File: config.mk
export PLATFORM = sky130hd
export DESIGN_NAME = slot_pool_allocator_core
export DESIGN_NICKNAME = d
export VERILOG_FILES = /design/src/design/spa_pkg.sv /design/src/design/slot_pool_allocator_core.sv /design/src/design/spa_front.sv /design/src/design/spa_queue.sv /design/src/design/spa_back.sv
export SDC_FILE = /design/constraint.sdc
export NUM_CORES = 1
export LEC_CHECK = 0
export CAP_MARGIN = 20
export CORE_ASPECT_RATIO = 0.7
export CORE_UTILIZATION = 30
export DETAILED_ROUTE_END_ITERATION = 10
export DONT_BUFFER_PORTS = 1
export PLACE_DENSITY = 0.51
export SLEW_MARGIN = 20
export SYNTH_ARGS = -nofsm -noshare
export SYNTH_HDL_FRONTEND = slang
export SYNTH_SLANG_ARGS = --single-unit
File: constraint.sdc
create_clock -name clk -period 3.2 [get_ports clk]
set_input_delay 0 -clock clk [delete_from_list [all_inputs] [get_ports clk]]
set_output_delay 0 -clock clk [all_outputs]
set_load 0.01 [all_outputs]
File: src/design/spa_pkg.sv
`timescale 1ns / 1ps
`default_nettype none
// ----------------------------------------------------------------------------
// spa_pkg
// Shared constants and types of the slot pool allocator.
// ----------------------------------------------------------------------------
package spa_pkg;

  localparam int SLOTS  = 32;
  localparam int IDX_W  = $clog2(SLOTS + 1);
  localparam int ADDR_W = (SLOTS > 1) ? $clog2(SLOTS) : 1;
  localparam logic [IDX_W-1:0] HEAD = IDX_W'(SLOTS);

  localparam int SIZE_W = 16;
  localparam logic [SIZE_W-1:0] SLOT_SIZE_RESET = 16'd64;

  localparam int QDEPTH = 2;
  localparam int QPTR_W = $clog2(QDEPTH);
  localparam int QCNT_W = $clog2(QDEPTH + 1);

  // command codes on the input channel
  localparam logic [1:0] CMD_ALLOC = 2'd0;
  localparam logic [1:0] CMD_FREE  = 2'd1;
  localparam logic [1:0] CMD_NEXT  = 2'd2;

  // status codes on the output channel
  localparam logic [1:0] ST_OK        = 2'd0;
  localparam logic [1:0] ST_FULL      = 2'd1;
  localparam logic [1:0] ST_TOO_LARGE = 2'd2;
  localparam logic [1:0] ST_BAD       = 2'd3;

  // operations after front-end classification
  localparam logic [2:0] OP_ALLOC = 3'd0;
  localparam logic [2:0] OP_FREE  = 3'd1;
  localparam logic [2:0] OP_NEXT  = 3'd2;
  localparam logic [2:0] OP_BAD   = 3'd3;
  localparam logic [2:0] OP_BIG   = 3'd4;

  typedef struct packed {
    logic [2:0]       op;
    logic [IDX_W-1:0] idx;
  } entry_t;

endpackage
`default_nettype wire

File: src/design/slot_pool_allocator_core.sv
`timescale 1ns / 1ps
`default_nettype none
// ----------------------------------------------------------------------------
// slot_pool_allocator_core
// Fixed pool of equal-sized slots with a LIFO free list and a circular
// doubly linked active list behind a head sentinel.
// ----------------------------------------------------------------------------
// Usage:
//   Input items (cmd, slot_index, request_bytes) are taken when in_valid is
//   high and in_stall is low. cmd 0 allocates, 1 frees a slot, 2 returns the
//   active successor of a slot or of the head (index 32).
//   One result item (status, result_slot, at_end) follows per input item,
//   in order, taken when out_valid is high and out_stall is low.
//   slot_size is written through cfg_we / cfg_wdata while the block is idle.
//   An accepted item passes through the queue, then the back end's read
//   state, which reads the link memories, and its write state, which
//   rewrites them and registers the result before the next item is read.
//   A two-entry queue lets the front keep taking items while the back end
//   works; in_stall rises when it is full.
//   When out_stall holds a result, the back end waits with its next item
//   and the queue fills, then in_stall rises.
//   Reset (rst, synchronous) empties the active list, chains all slots on
//   the free list, clears the queue and sets slot_size to 64. No clearing
//   pass is needed; the block takes items right after reset.
// ----------------------------------------------------------------------------
module slot_pool_allocator_core (
  input  wire logic                       clk,
  input  wire logic                       rst,
  input  wire logic                       cfg_we,
  input  wire logic [spa_pkg::SIZE_W-1:0] cfg_wdata,
  input  wire logic                       in_valid,
  output logic                            in_stall,
  input  wire logic [1:0]                 cmd,
  input  wire logic [spa_pkg::IDX_W-1:0]  slot_index,
  input  wire logic [spa_pkg::SIZE_W-1:0] request_bytes,
  output logic                            out_valid,
  input  wire logic                       out_stall,
  output logic [1:0]                      status,
  output logic [spa_pkg::IDX_W-1:0]       result_slot,
  output logic                            at_end
);

  logic [spa_pkg::SIZE_W-1:0] slot_size;
  spa_pkg::entry_t            front_entry;
  spa_pkg::entry_t            q_entry;
  logic                       q_nonempty;
  logic                       q_full;
  logic                       q_pop;
  logic                       push;

  always_ff @(posedge clk) begin
    if (rst) begin
      slot_size <= spa_pkg::SLOT_SIZE_RESET;
    end else if (cfg_we) begin
      slot_size <= cfg_wdata;
    end
  end

  assign in_stall = q_full;
  assign push     = in_valid && !q_full;

  spa_front u_front (
    .cmd           (cmd),
    .slot_index    (slot_index),
    .request_bytes (request_bytes),
    .slot_size     (slot_size),
    .entry         (front_entry)
  );

  spa_queue u_queue (
    .clk        (clk),
    .rst        (rst),
    .push       (push),
    .push_entry (front_entry),
    .pop        (q_pop),
    .head_entry (q_entry),
    .nonempty   (q_nonempty),
    .full       (q_full)
  );

  spa_back u_back (
    .clk         (clk),
    .rst         (rst),
    .q_entry     (q_entry),
    .q_nonempty  (q_nonempty),
    .q_pop       (q_pop),
    .out_valid   (out_valid),
    .out_stall   (out_stall),
    .status      (status),
    .result_slot (result_slot),
    .at_end      (at_end)
  );

`ifndef SYNTHESIS
  a_reset_clears_out : assert property (@(posedge clk) rst |=> !out_valid)
    else $error("result valid right after reset");

  a_end_is_head : assert property (@(posedge clk) disable iff (rst)
    (out_valid && at_end) |-> (result_slot == spa_pkg::HEAD && status == spa_pkg::ST_OK))
    else $error("end flag without head result");

  a_error_zero : assert property (@(posedge clk) disable iff (rst)
    (out_valid && status != spa_pkg::ST_OK) |-> (result_slot == '0 && !at_end))
    else $error("error result carries a slot or end flag");

  a_no_push_full : assert property (@(posedge clk) disable iff (rst)
    (q_full && !q_pop) |=> q_full)
    else $error("queue lost an item while full");
`endif

endmodule
`default_nettype wire

File: src/design/spa_front.sv
`timescale 1ns / 1ps
`default_nettype none
// ----------------------------------------------------------------------------
// spa_front
// Decodes an incoming command and rejects oversized alloc requests.
// ----------------------------------------------------------------------------
module spa_front (
  input  wire logic [1:0]                  cmd,
  input  wire logic [spa_pkg::IDX_W-1:0]   slot_index,
  input  wire logic [spa_pkg::SIZE_W-1:0]  request_bytes,
  input  wire logic [spa_pkg::SIZE_W-1:0]  slot_size,
  output spa_pkg::entry_t                  entry
);

  always_comb begin
    entry.idx = slot_index;
    case (cmd)
      spa_pkg::CMD_ALLOC: begin
        // size is checked before fullness
        entry.op = (request_bytes > slot_size) ? spa_pkg::OP_BIG : spa_pkg::OP_ALLOC;
      end
      spa_pkg::CMD_FREE: entry.op = spa_pkg::OP_FREE;
      spa_pkg::CMD_NEXT: entry.op = spa_pkg::OP_NEXT;
      default:           entry.op = spa_pkg::OP_BAD;
    endcase
  end

endmodule
`default_nettype wire

File: src/design/spa_queue.sv
`timescale 1ns / 1ps
`default_nettype none
// ----------------------------------------------------------------------------
// spa_queue
// Short FIFO of classified items between the front and back ends.
// ----------------------------------------------------------------------------
module spa_queue (
  input  wire logic            clk,
  input  wire logic            rst,
  input  wire logic            push,
  input  wire spa_pkg::entry_t push_entry,
  input  wire logic            pop,
  output spa_pkg::entry_t      head_entry,
  output logic                 nonempty,
  output logic                 full
);

  spa_pkg::entry_t                 slots_q [spa_pkg::QDEPTH];
  logic [spa_pkg::QPTR_W-1:0]      wr_ptr;
  logic [spa_pkg::QPTR_W-1:0]      rd_ptr;
  logic [spa_pkg::QCNT_W-1:0]      count;

  assign nonempty   = (count != '0);
  assign full       = (count == spa_pkg::QCNT_W'(spa_pkg::QDEPTH));
  assign head_entry = slots_q[rd_ptr];

  always_ff @(posedge clk) begin
    if (push) begin
      slots_q[wr_ptr] <= push_entry;
    end
  end

  always_ff @(posedge clk) begin
    if (rst) begin
      wr_ptr <= '0;
      rd_ptr <= '0;
      count  <= '0;
    end else begin
      if (push) begin
        wr_ptr <= (wr_ptr == spa_pkg::QPTR_W'(spa_pkg::QDEPTH - 1)) ? '0 : wr_ptr + 1'b1;
      end
      if (pop) begin
        rd_ptr <= (rd_ptr == spa_pkg::QPTR_W'(spa_pkg::QDEPTH - 1)) ? '0 : rd_ptr + 1'b1;
      end
      if (push && !pop) begin
        count <= count + 1'b1;
      end else if (pop && !push) begin
        count <= count - 1'b1;
      end
    end
  end

endmodule
`default_nettype wire

File: src/design/spa_back.sv
`timescale 1ns / 1ps
`default_nettype none
// ----------------------------------------------------------------------------
// spa_back
// Executes queued items against the free list and the active list.
// The read state reads the link memories, the write state rewrites them.
// ----------------------------------------------------------------------------
module spa_back (
  input  wire logic                       clk,
  input  wire logic                       rst,
  input  wire spa_pkg::entry_t            q_entry,
  input  wire logic                       q_nonempty,
  output logic                            q_pop,
  output logic                            out_valid,
  input  wire logic                       out_stall,
  output logic [1:0]                      status,
  output logic [spa_pkg::IDX_W-1:0]       result_slot,
  output logic                            at_end
);

  localparam logic S_READ  = 1'b0;
  localparam logic S_WRITE = 1'b1;

  localparam int AW = spa_pkg::ADDR_W;
  localparam int IW = spa_pkg::IDX_W;

  // link memories; the head's links live in head_next / head_prev
  logic [IW-1:0] free_link   [spa_pkg::SLOTS];
  logic [IW-1:0] active_next [spa_pkg::SLOTS];
  logic [IW-1:0] active_prev [spa_pkg::SLOTS];

  logic [spa_pkg::SLOTS-1:0] fl_written;
  logic [spa_pkg::SLOTS-1:0] in_use;
  logic [IW-1:0]             free_top;
  logic [IW-1:0]             head_next;
  logic [IW-1:0]             head_prev;
  logic                      state;

  logic [2:0]    op_q;
  logic [IW-1:0] idx_q;
  logic          slot_ok_q;
  logic [IW-1:0] fl_rd;
  logic          fl_vld_rd;
  logic [IW-1:0] nx_rd;
  logic [IW-1:0] pv_rd;

  logic          out_free;
  logic          commit;
  logic          is_full;
  logic [IW-1:0] fl_val;
  logic [IW-1:0] succ;
  logic          do_alloc;
  logic          do_free;
  logic          do_next;
  logic          idx_is_head;

  logic          nx_we;
  logic [AW-1:0] nx_waddr;
  logic [IW-1:0] nx_wdata;
  logic          pv_we;
  logic [AW-1:0] pv_waddr;
  logic [IW-1:0] pv_wdata;

  assign q_pop    = (state == S_READ) && q_nonempty;
  assign out_free = !out_valid || !out_stall;
  assign commit   = (state == S_WRITE) && out_free;

  assign idx_is_head = (idx_q == spa_pkg::HEAD);
  assign is_full     = (free_top >= spa_pkg::HEAD);
  // an unwritten free link still holds its reset chain value
  assign fl_val      = fl_vld_rd ? fl_rd : free_top + IW'(1);
  // the tail's successor is always the head, so its stored link is not kept
  assign succ        = idx_is_head ? head_next :
                       ((idx_q == head_prev) ? spa_pkg::HEAD : nx_rd);

  assign do_alloc = (op_q == spa_pkg::OP_ALLOC) && !is_full;
  assign do_free  = (op_q == spa_pkg::OP_FREE) && slot_ok_q;
  assign do_next  = (op_q == spa_pkg::OP_NEXT) && (idx_is_head || slot_ok_q);

  always_comb begin
    nx_we    = 1'b0;
    nx_waddr = head_prev[AW-1:0];
    nx_wdata = free_top;
    pv_we    = 1'b0;
    pv_waddr = free_top[AW-1:0];
    pv_wdata = head_prev;
    if (commit && do_alloc) begin
      nx_we = (head_prev != spa_pkg::HEAD);
      pv_we = 1'b1;
    end else if (commit && do_free) begin
      nx_we    = (pv_rd != spa_pkg::HEAD);
      nx_waddr = pv_rd[AW-1:0];
      nx_wdata = succ;
      pv_we    = (succ != spa_pkg::HEAD);
      pv_waddr = succ[AW-1:0];
      pv_wdata = pv_rd;
    end
  end

  always_ff @(posedge clk) begin
    if (nx_we) begin
      active_next[nx_waddr] <= nx_wdata;
    end
    if (pv_we) begin
      active_prev[pv_waddr] <= pv_wdata;
    end
    if (commit && do_free) begin
      free_link[idx_q[AW-1:0]] <= free_top;
    end
    if (q_pop) begin
      fl_rd <= free_link[free_top[AW-1:0]];
      nx_rd <= active_next[q_entry.idx[AW-1:0]];
      pv_rd <= active_prev[q_entry.idx[AW-1:0]];
    end
  end

  // item fields and read-side flags
  always_ff @(posedge clk) begin
    if (q_pop) begin
      op_q      <= q_entry.op;
      idx_q     <= q_entry.idx;
      slot_ok_q <= (q_entry.idx < spa_pkg::HEAD) && in_use[q_entry.idx[AW-1:0]];
      fl_vld_rd <= fl_written[free_top[AW-1:0]];
    end
  end

  always_ff @(posedge clk) begin
    if (rst) begin
      state      <= S_READ;
      fl_written <= '0;
      in_use     <= '0;
      free_top   <= '0;
      head_next  <= spa_pkg::HEAD;
      head_prev  <= spa_pkg::HEAD;
      out_valid  <= 1'b0;
    end else begin
      if (q_pop) begin
        state <= S_WRITE;
      end else if (commit) begin
        state <= S_READ;
      end

      if (commit) begin
        out_valid <= 1'b1;
      end else if (out_valid && !out_stall) begin
        out_valid <= 1'b0;
      end

      if (commit && do_alloc) begin
        free_top                   <= fl_val;
        in_use[free_top[AW-1:0]]   <= 1'b1;
        head_prev                  <= free_top;
        if (head_prev == spa_pkg::HEAD) begin
          head_next <= free_top;
        end
      end else if (commit && do_free) begin
        in_use[idx_q[AW-1:0]]     <= 1'b0;
        fl_written[idx_q[AW-1:0]] <= 1'b1;
        free_top                  <= idx_q;
        if (pv_rd == spa_pkg::HEAD) begin
          head_next <= succ;
        end
        if (succ == spa_pkg::HEAD) begin
          head_prev <= pv_rd;
        end
      end
    end
  end

  // result register
  always_ff @(posedge clk) begin
    if (commit) begin
      status      <= spa_pkg::ST_BAD;
      result_slot <= '0;
      at_end      <= 1'b0;
      case (op_q)
        spa_pkg::OP_ALLOC: begin
          if (is_full) begin
            status <= spa_pkg::ST_FULL;
          end else begin
            status      <= spa_pkg::ST_OK;
            result_slot <= free_top;
          end
        end
        spa_pkg::OP_FREE: begin
          if (do_free) begin
            status      <= spa_pkg::ST_OK;
            result_slot <= pv_rd;
          end
        end
        spa_pkg::OP_NEXT: begin
          if (do_next) begin
            status      <= spa_pkg::ST_OK;
            result_slot <= succ;
            at_end      <= (succ == spa_pkg::HEAD);
          end
        end
        spa_pkg::OP_BIG: status <= spa_pkg::ST_TOO_LARGE;
        default:         status <= spa_pkg::ST_BAD;
      endcase
    end
  end

endmodule
`default_nettype wire

* Yosys cells after proc, flatten, opt, wreduce, memory -nomap -nowiden *
Memory sizes are Yosys's and may differ from the RTL's. A register that Yosys moved wholly into a read port is not among the register bits.
Cells that the tools add are included.

word-level totals
  output and inout port bits = 11
  input port bits = 45
  logic and storage cells = 153
  RAM bits = 594
  memories = 4
  register bits = 124

operators by class
  reductions and logical operators = 35
  $add $sub $neg = 5
  bitwise logic cells = 6
  order comparisons = 8
  equal/unequal tests = 15
  multiplexer cells = 62

memory list
  memory              depth  width  rd ports  clocked after Yosys merged registers in  wr ports  line             text
  u_back.active_next  32     6      1         1                                        1         spa_back.sv:29   logic [IW-1:0] active_next [spa_pkg::SLOTS];
  u_back.active_prev  32     6      1         1                                        1         spa_back.sv:30   logic [IW-1:0] active_prev [spa_pkg::SLOTS];
  u_back.free_link    32     6      1         1                                        1         spa_back.sv:28   logic [IW-1:0] free_link [spa_pkg::SLOTS];
  u_queue.slots_q     2      9      1         1                                        1         spa_queue.sv:18  spa_pkg::entry_t slots_q [spa_pkg::QDEPTH];

operators by type and width
  kind                                                                                  count
  6-bit 2-to-1 mux                                                                      19
  32-bit 2-to-1 mux                                                                     2
  32-bit bitwise OR                                                                     2
  32-bit bitwise AND                                                                    1
  32-bit NOT                                                                            1
  1-bit 2-to-1 mux                                                                      25
  6-bit == test (second input constant)                                                 4
  5-bit 2-to-1 mux                                                                      4
  5-bit by 6-bit < comparator with 1-bit output (second input constant)                 3
  6-bit inequality test (second input constant)                                         3
  6-bit one-hot mux with 3 select lines                                                 1
  16-bit > comparator                                                                   1
  1-bit logical AND                                                                     14
  2-bit nonzero test                                                                    7
  1-bit binary-select mux with 5-bit select                                             2
  1-bit demux with 5-bit select                                                         2
  5-bit by 1-bit greater-or-equal comparator with 1-bit output (second input constant)  2
  3-bit one-hot mux with 3 select lines                                                 1
  2-bit 2-to-1 mux                                                                      4
  2-bit one-hot mux with 4 select lines                                                 1
  6-bit by 1-bit adder with 6-bit output (second input constant)                        1
  6-bit == test                                                                         1
  6-bit greater-or-equal comparator (second input constant)                             1
  1-bit logical NOT                                                                     6
  17 further kinds                                                                      23

* Logic depth before layout (Yosys ltp) *
  word-level depth = 8
  gate-level depth with buffers = 11
  gate-level depth less buffers = 8

* Hierarchy *
From an unflattened synthesis, not the netlist that was laid out.

second synthesis, totals
  cells, all modules = 1711
  area, all modules = 29752.3 µm²

modules (own cells, without submodules)
  module                    area an instance (µm²)  seq. area each (µm²)  instances  cells each
  spa_back                  27841.7                 20119.3               1          1544
  spa_queue                 857.1                   640.6                 1          50
  slot_pool_allocator_core  588.1                   320.3                 1          53
  spa_front                 465.4                   0.0                   1          64

* Worst setup path before layout *
Ideal clock, no wire load.

  kind = register to register
  start = reg u_back.op_q[1]
  end = mem u_back.active_next[0][0] in the netlist's numbering (data pin)
  required time = 2746 ps
  period minus slack after synthesis = 3355 ps
  slack = -155 ps
  stages on the path, launching flop included = 9
  arrival time = 2901 ps
  path buffers = 5
  library setup time = 454 ps
  cell sequence = edfxtp_1 > buf_6 > and4bb_2 > buf_2 > nand2_1 > buf_2 > clkbuf_1 > clkbuf_1 > o21ai_0

between the ends
  longest elaborated chain between the ends = 5
  elaborated cells on any way between the ends = 8
  those cells by class = eq/ne: 1; mux: 2; reduce/logical: 5

ends and longest elaborated chain
  what                                      line             text
  start, declared                           spa_back.sv:39   logic [2:0] op_q;
  start signal, assigned                    spa_back.sv:120  op_q <= q_entry.op;
  3-bit by 1-bit == test with 1-bit output  spa_back.sv:77   assign do_free = (op_q == spa_pkg::OP_FREE) && slot_ok_q;
  1-bit logical AND                         spa_back.sv:77
  1-bit logical AND                         spa_back.sv:90   end else if (commit && do_free) begin
  6-bit 2-to-1 mux                          spa_back.sv:90
  6-bit 2-to-1 mux (*)                      spa_back.sv:87   if (commit && do_alloc) begin
  via u_back.nx_wdata[0]                    spa_back.sv:59   logic [IW-1:0] nx_wdata;
  end, declared                             spa_back.sv:29

Mark *: on every way through the listed nets, which the timed path passes. The rest lies on a longest branch.

* Worst setup path in the final report *
  start = reg u_back.idx_q[3]
  end = mem u_back.active_prev[17][5] in the netlist's numbering (enable)

between the ends
  longest elaborated chain between the ends = 8
  elaborated cells on any way between the ends = 11
  those cells by class = eq/ne: 3; mux: 8

ends and longest elaborated chain
  what                                    line             text
  start, declared                         spa_back.sv:40   logic [IW-1:0] idx_q;
  start signal, assigned                  spa_back.sv:121  idx_q <= q_entry.idx;
  6-bit == test                           spa_back.sv:74   ((idx_q == head_prev) ? spa_pkg::HEAD : nx_rd);
  6-bit 2-to-1 mux                        spa_back.sv:74
  6-bit 2-to-1 mux (*)                    spa_back.sv:73   assign succ = idx_is_head ? head_next :
  6-bit inequality test                   spa_back.sv:94   pv_we = (succ != spa_pkg::HEAD);
  1-bit 2-to-1 mux                        spa_back.sv:90
  1-bit 2-to-1 mux                        spa_back.sv:87
  1-bit 2-to-1 mux                        spa_back.sv:104  if (pv_we) begin
  1-bit 2-to-1 mux (not written as such)  spa_back.sv:105  active_prev[pv_waddr] <= pv_wdata;
  end, declared                           spa_back.sv:30

Every way passes the cells marked *; elsewhere a longest branch is shown, timed or not.

==> reports/qor.yml <==
grt_pass1_vias: 18976
tightest_slew_ns: 0.997
worstPathRequired_ns: 3.48
slowest_stage: "o41a_1"
syn-num-nets: 2315
die_area_um2: 102000
ys_warn_count: 0
cts_root_buf: "clkbuf_16"
slowest_delay_ns: 0.63
grt_first_pass_wirelength_um: 123000
netlist_area_um2: 30300
p_per_area_nw_per_um2: 726
ir_drop_mv: 0.349
syn2layout_area_growth_pct: 18.0
gp_congestion: 0.936
cts_tree: "yes"
endpoint_kind: "register"
critical_path_class: "register to register"
clock_latency_ns: 0.67
initial_core_util: 0.303
port_buffers: 0
min_period_ns: 3.06
grt_max_degree: 105
core_area_um2: 100000
clock.fmax_mhz: 326
synthArstFlopShare: 0
fin_nets: 2456
synthFlopType: "edfxtp_1"
regArea_um2: 21100
rsz0062_at_grt: "true"
slew_headroom: 0.328
overflow: 0
synth_seq_cells: 737
cp.arrival_ns: 3.35
p_sw_frac: 0.306
p_int_mw: 18.0
viasPerCell: 5.12
h-tree-depth: 3
multi_input_area_um2: 8570
clk_pin_slew_ns: 0.06
antenna_left: 0
ys_types: 69
hold_viol: 0
seqPwrFrac: 0.445
die_y_um: 268
n_antenna_cell: 0
leakage_nw: 12.3
final_util: 0.357
worst_setup_path_start_kind: "register"
row_count: 97
die_w_um: 382
setup_viol: 0
setup_tns_ns: 0
netlist_instances: 2249
hp-class: "primary input to register"
vias: 19388
clkSinkCount: 737
outcome: "completed"
slew_violations: 0
fillers: 9555
cts_buffer_depth: 3
seq_area_frac_synth: 0.696
clkPwrFrac: 0.340
finClkSkew_ns: 0.0324
post_cts_buffers: 0
num_io_pins: 56
grt_usage: 0.162
drt-initial-drc-count: 2201
dp_hpwl_um: 53800
drive_above_1_share: 0.150
fin_crit_sh: 0.957
routed_wl_um: 83000
pwr-share-comb: 0.215
cap_violations: 0
synth_edf_count: 632
p_sw_mw: 7.93
critPathMaxFanout: 9
path_buf_inv: 0
drtPass1Iterations: 6
syn_area_per_cell_um2: 13.5
cts_buffers: 72
crit_family: "simple AND/OR/NAND/NOR gates"
critical_path.cell_chain: "xnor2_1 -> nand4_1 -> nor2_2 -> o21ai_0 -> o41a_1 -> nor2_1"
wl_per_cell_um: 21.9
drc: 0
antenna_found_initial: 3
==> Yosys cell counts, types with 38 or more instances <==
library cell | n | area [µm²]
edfxtp_1 | 632 | 19000
nand3_1 | 141 | 706
nand2_1 | 393 | 1480
clkbuf_1 | 77 | 289
nor2_1 | 181 | 679
mux4_2 | 56 | 1260
dfxtp_1 | 105 | 2100
nor3_1 | 56 | 280
a21oi_1 | 54 | 270
mux2i_1 | 108 | 1080
o21ai_0 | 38 | 190
==> cell families after synthesis <==
| logic type | count (synthesis) | share of synthesized area |
|---|---|---|
| xor+xnor | 15 | 0.00434 |
| compound gates | 266 | 0.0617 |
| simple gates | 870 | 0.126 |
| mux | 168 | 0.0790 |
| buf+inv | 172 | 0.0238 |
| flops | 737 | 0.696 |
| fa+ha+maj | 21 | 0.00868 |
==> final cells by class <==
class	instances	share of cell area
Clock buffer	92	0.0551
Sequential cell	737	0.590
Clock inverter	40	0.0133
Multi-Input combinational cell	1340	0.240
Timing Repair Buffer	206	0.0511
Inverter	33	0.00371
Tap cell	1336	0.0468
==> cell usage in the layout, fill, tap and decap left out, drive strengths merged, types with 7 or more instances in the layout <==
| cell | n |
|---|---|
| dfxtp | 105 |
| a221oi | 12 |
| a32oi | 7 |
| nor3 | 56 |
| nand3b | 8 |
| mux2i | 108 |
| xor2 | 7 |
| and3 | 32 |
| a31oi | 27 |
| nand2 | 394 |
| nor2 | 183 |
| nand3 | 141 |
| nand4 | 16 |
| ha | 21 |
| mux4 | 56 |
| nor3b | 10 |
| a22oi | 37 |
| xnor2 | 8 |
| inv | 36 |
| a21oi | 57 |
| a311oi | 29 |
| clkinv | 25 |
| dlygate4sd3 | 59 |
| buf | 147 |
| a32o | 12 |
| bufinv | 8 |
| o21a | 7 |
| edfxtp | 632 |
| clkbuf | 92 |
| o21ai | 41 |
==> tightest hold or removal path, stage by stage <==
cell and delay (ns):
nand2_1 0.04, o211ai_1 0.07, dlygate4sd3_1 0.54
==> metal layers <==
metal	GRT usage	part of all wire
met5	0	0
met4	0.0412	0.017
met3	0.0401	0.095
met2	0.222	0.40
met1	0.250	0.49
==> sequential cells by signal (all words and copies together), names as in the netlist, 2 cells and up, named ones only <==
signal and count:
u_back.fl_rd 6, u_back.active_prev 192, u_back.active_next 192, u_back.op_q 3, slot_size 16, u_back.in_use 32, u_back.head_prev 6, u_back.free_link 192
u_back.result_slot 6, u_back.nx_rd 6, u_back.free_top 6, u_back.head_next 6, u_queue.slots_q 18, u_queue.count 2, u_back.status 2, u_back.fl_written 32
u_back.pv_rd 6, u_back.idx_q 6
==> per-stage QoR <==
stage | hold slack (ns) | area, µm² | worst slack [ns] | instances | total power, mW
after detailed placement | 0.0848 | 32600 | 0.197 | 3591 | 17.1
after floorplan | 0.0989 | 30300 | -0.155 | 2249 | 14.9
after global routing | 0.0280 | 35700 | -0.132 | 3784 | 26.9
after CTS | 0.00127 | 35700 | 0.160 | 3783 | 26.0
final | 0.0392 | 35700 | 0.137 | 3784 | 25.9
after global placement | 0.0818 | 32600 | 0.0934 | 3591 | 17.1
==> path summary, 6_finish.rpt <==
check,from,endpoint,slack (ns),cells past startpoint
max reg2reg,u_back.idx_q[3],u_back.active_prev[17][5],0.14,6
min,cfg_wdata[6],slot_size[6],0.04,3
min reg2reg,u_back.fl_written[25],u_back.fl_written[25],0.47,2
max,u_back.idx_q[3],u_back.active_prev[17][5],0.14,6
==> power by group through the flow <==
stage	registers (mW)	clock network, mW	logic [mW]
2_1_floorplan	11.5	0	3.40
3_3_place_gp	11.7	0	5.34
3_5_place_dp	11.7	0	5.37
6_report	11.5	8.82	5.57
4_1_cts	11.5	9.02	5.48
5_1_grt	11.6	9.36	5.97
==> timing repair <==
| item | in CTS | in global routing |
|---|---|---|
| resized for setup | 0 | 14 |
| hold buffers | 60 | 0 |
| hold endpoints to repair | 149 | 0 |
| setup endpoints to repair | 0 | 108 |
No activity file was read; power rests on OpenSTA's default activity.
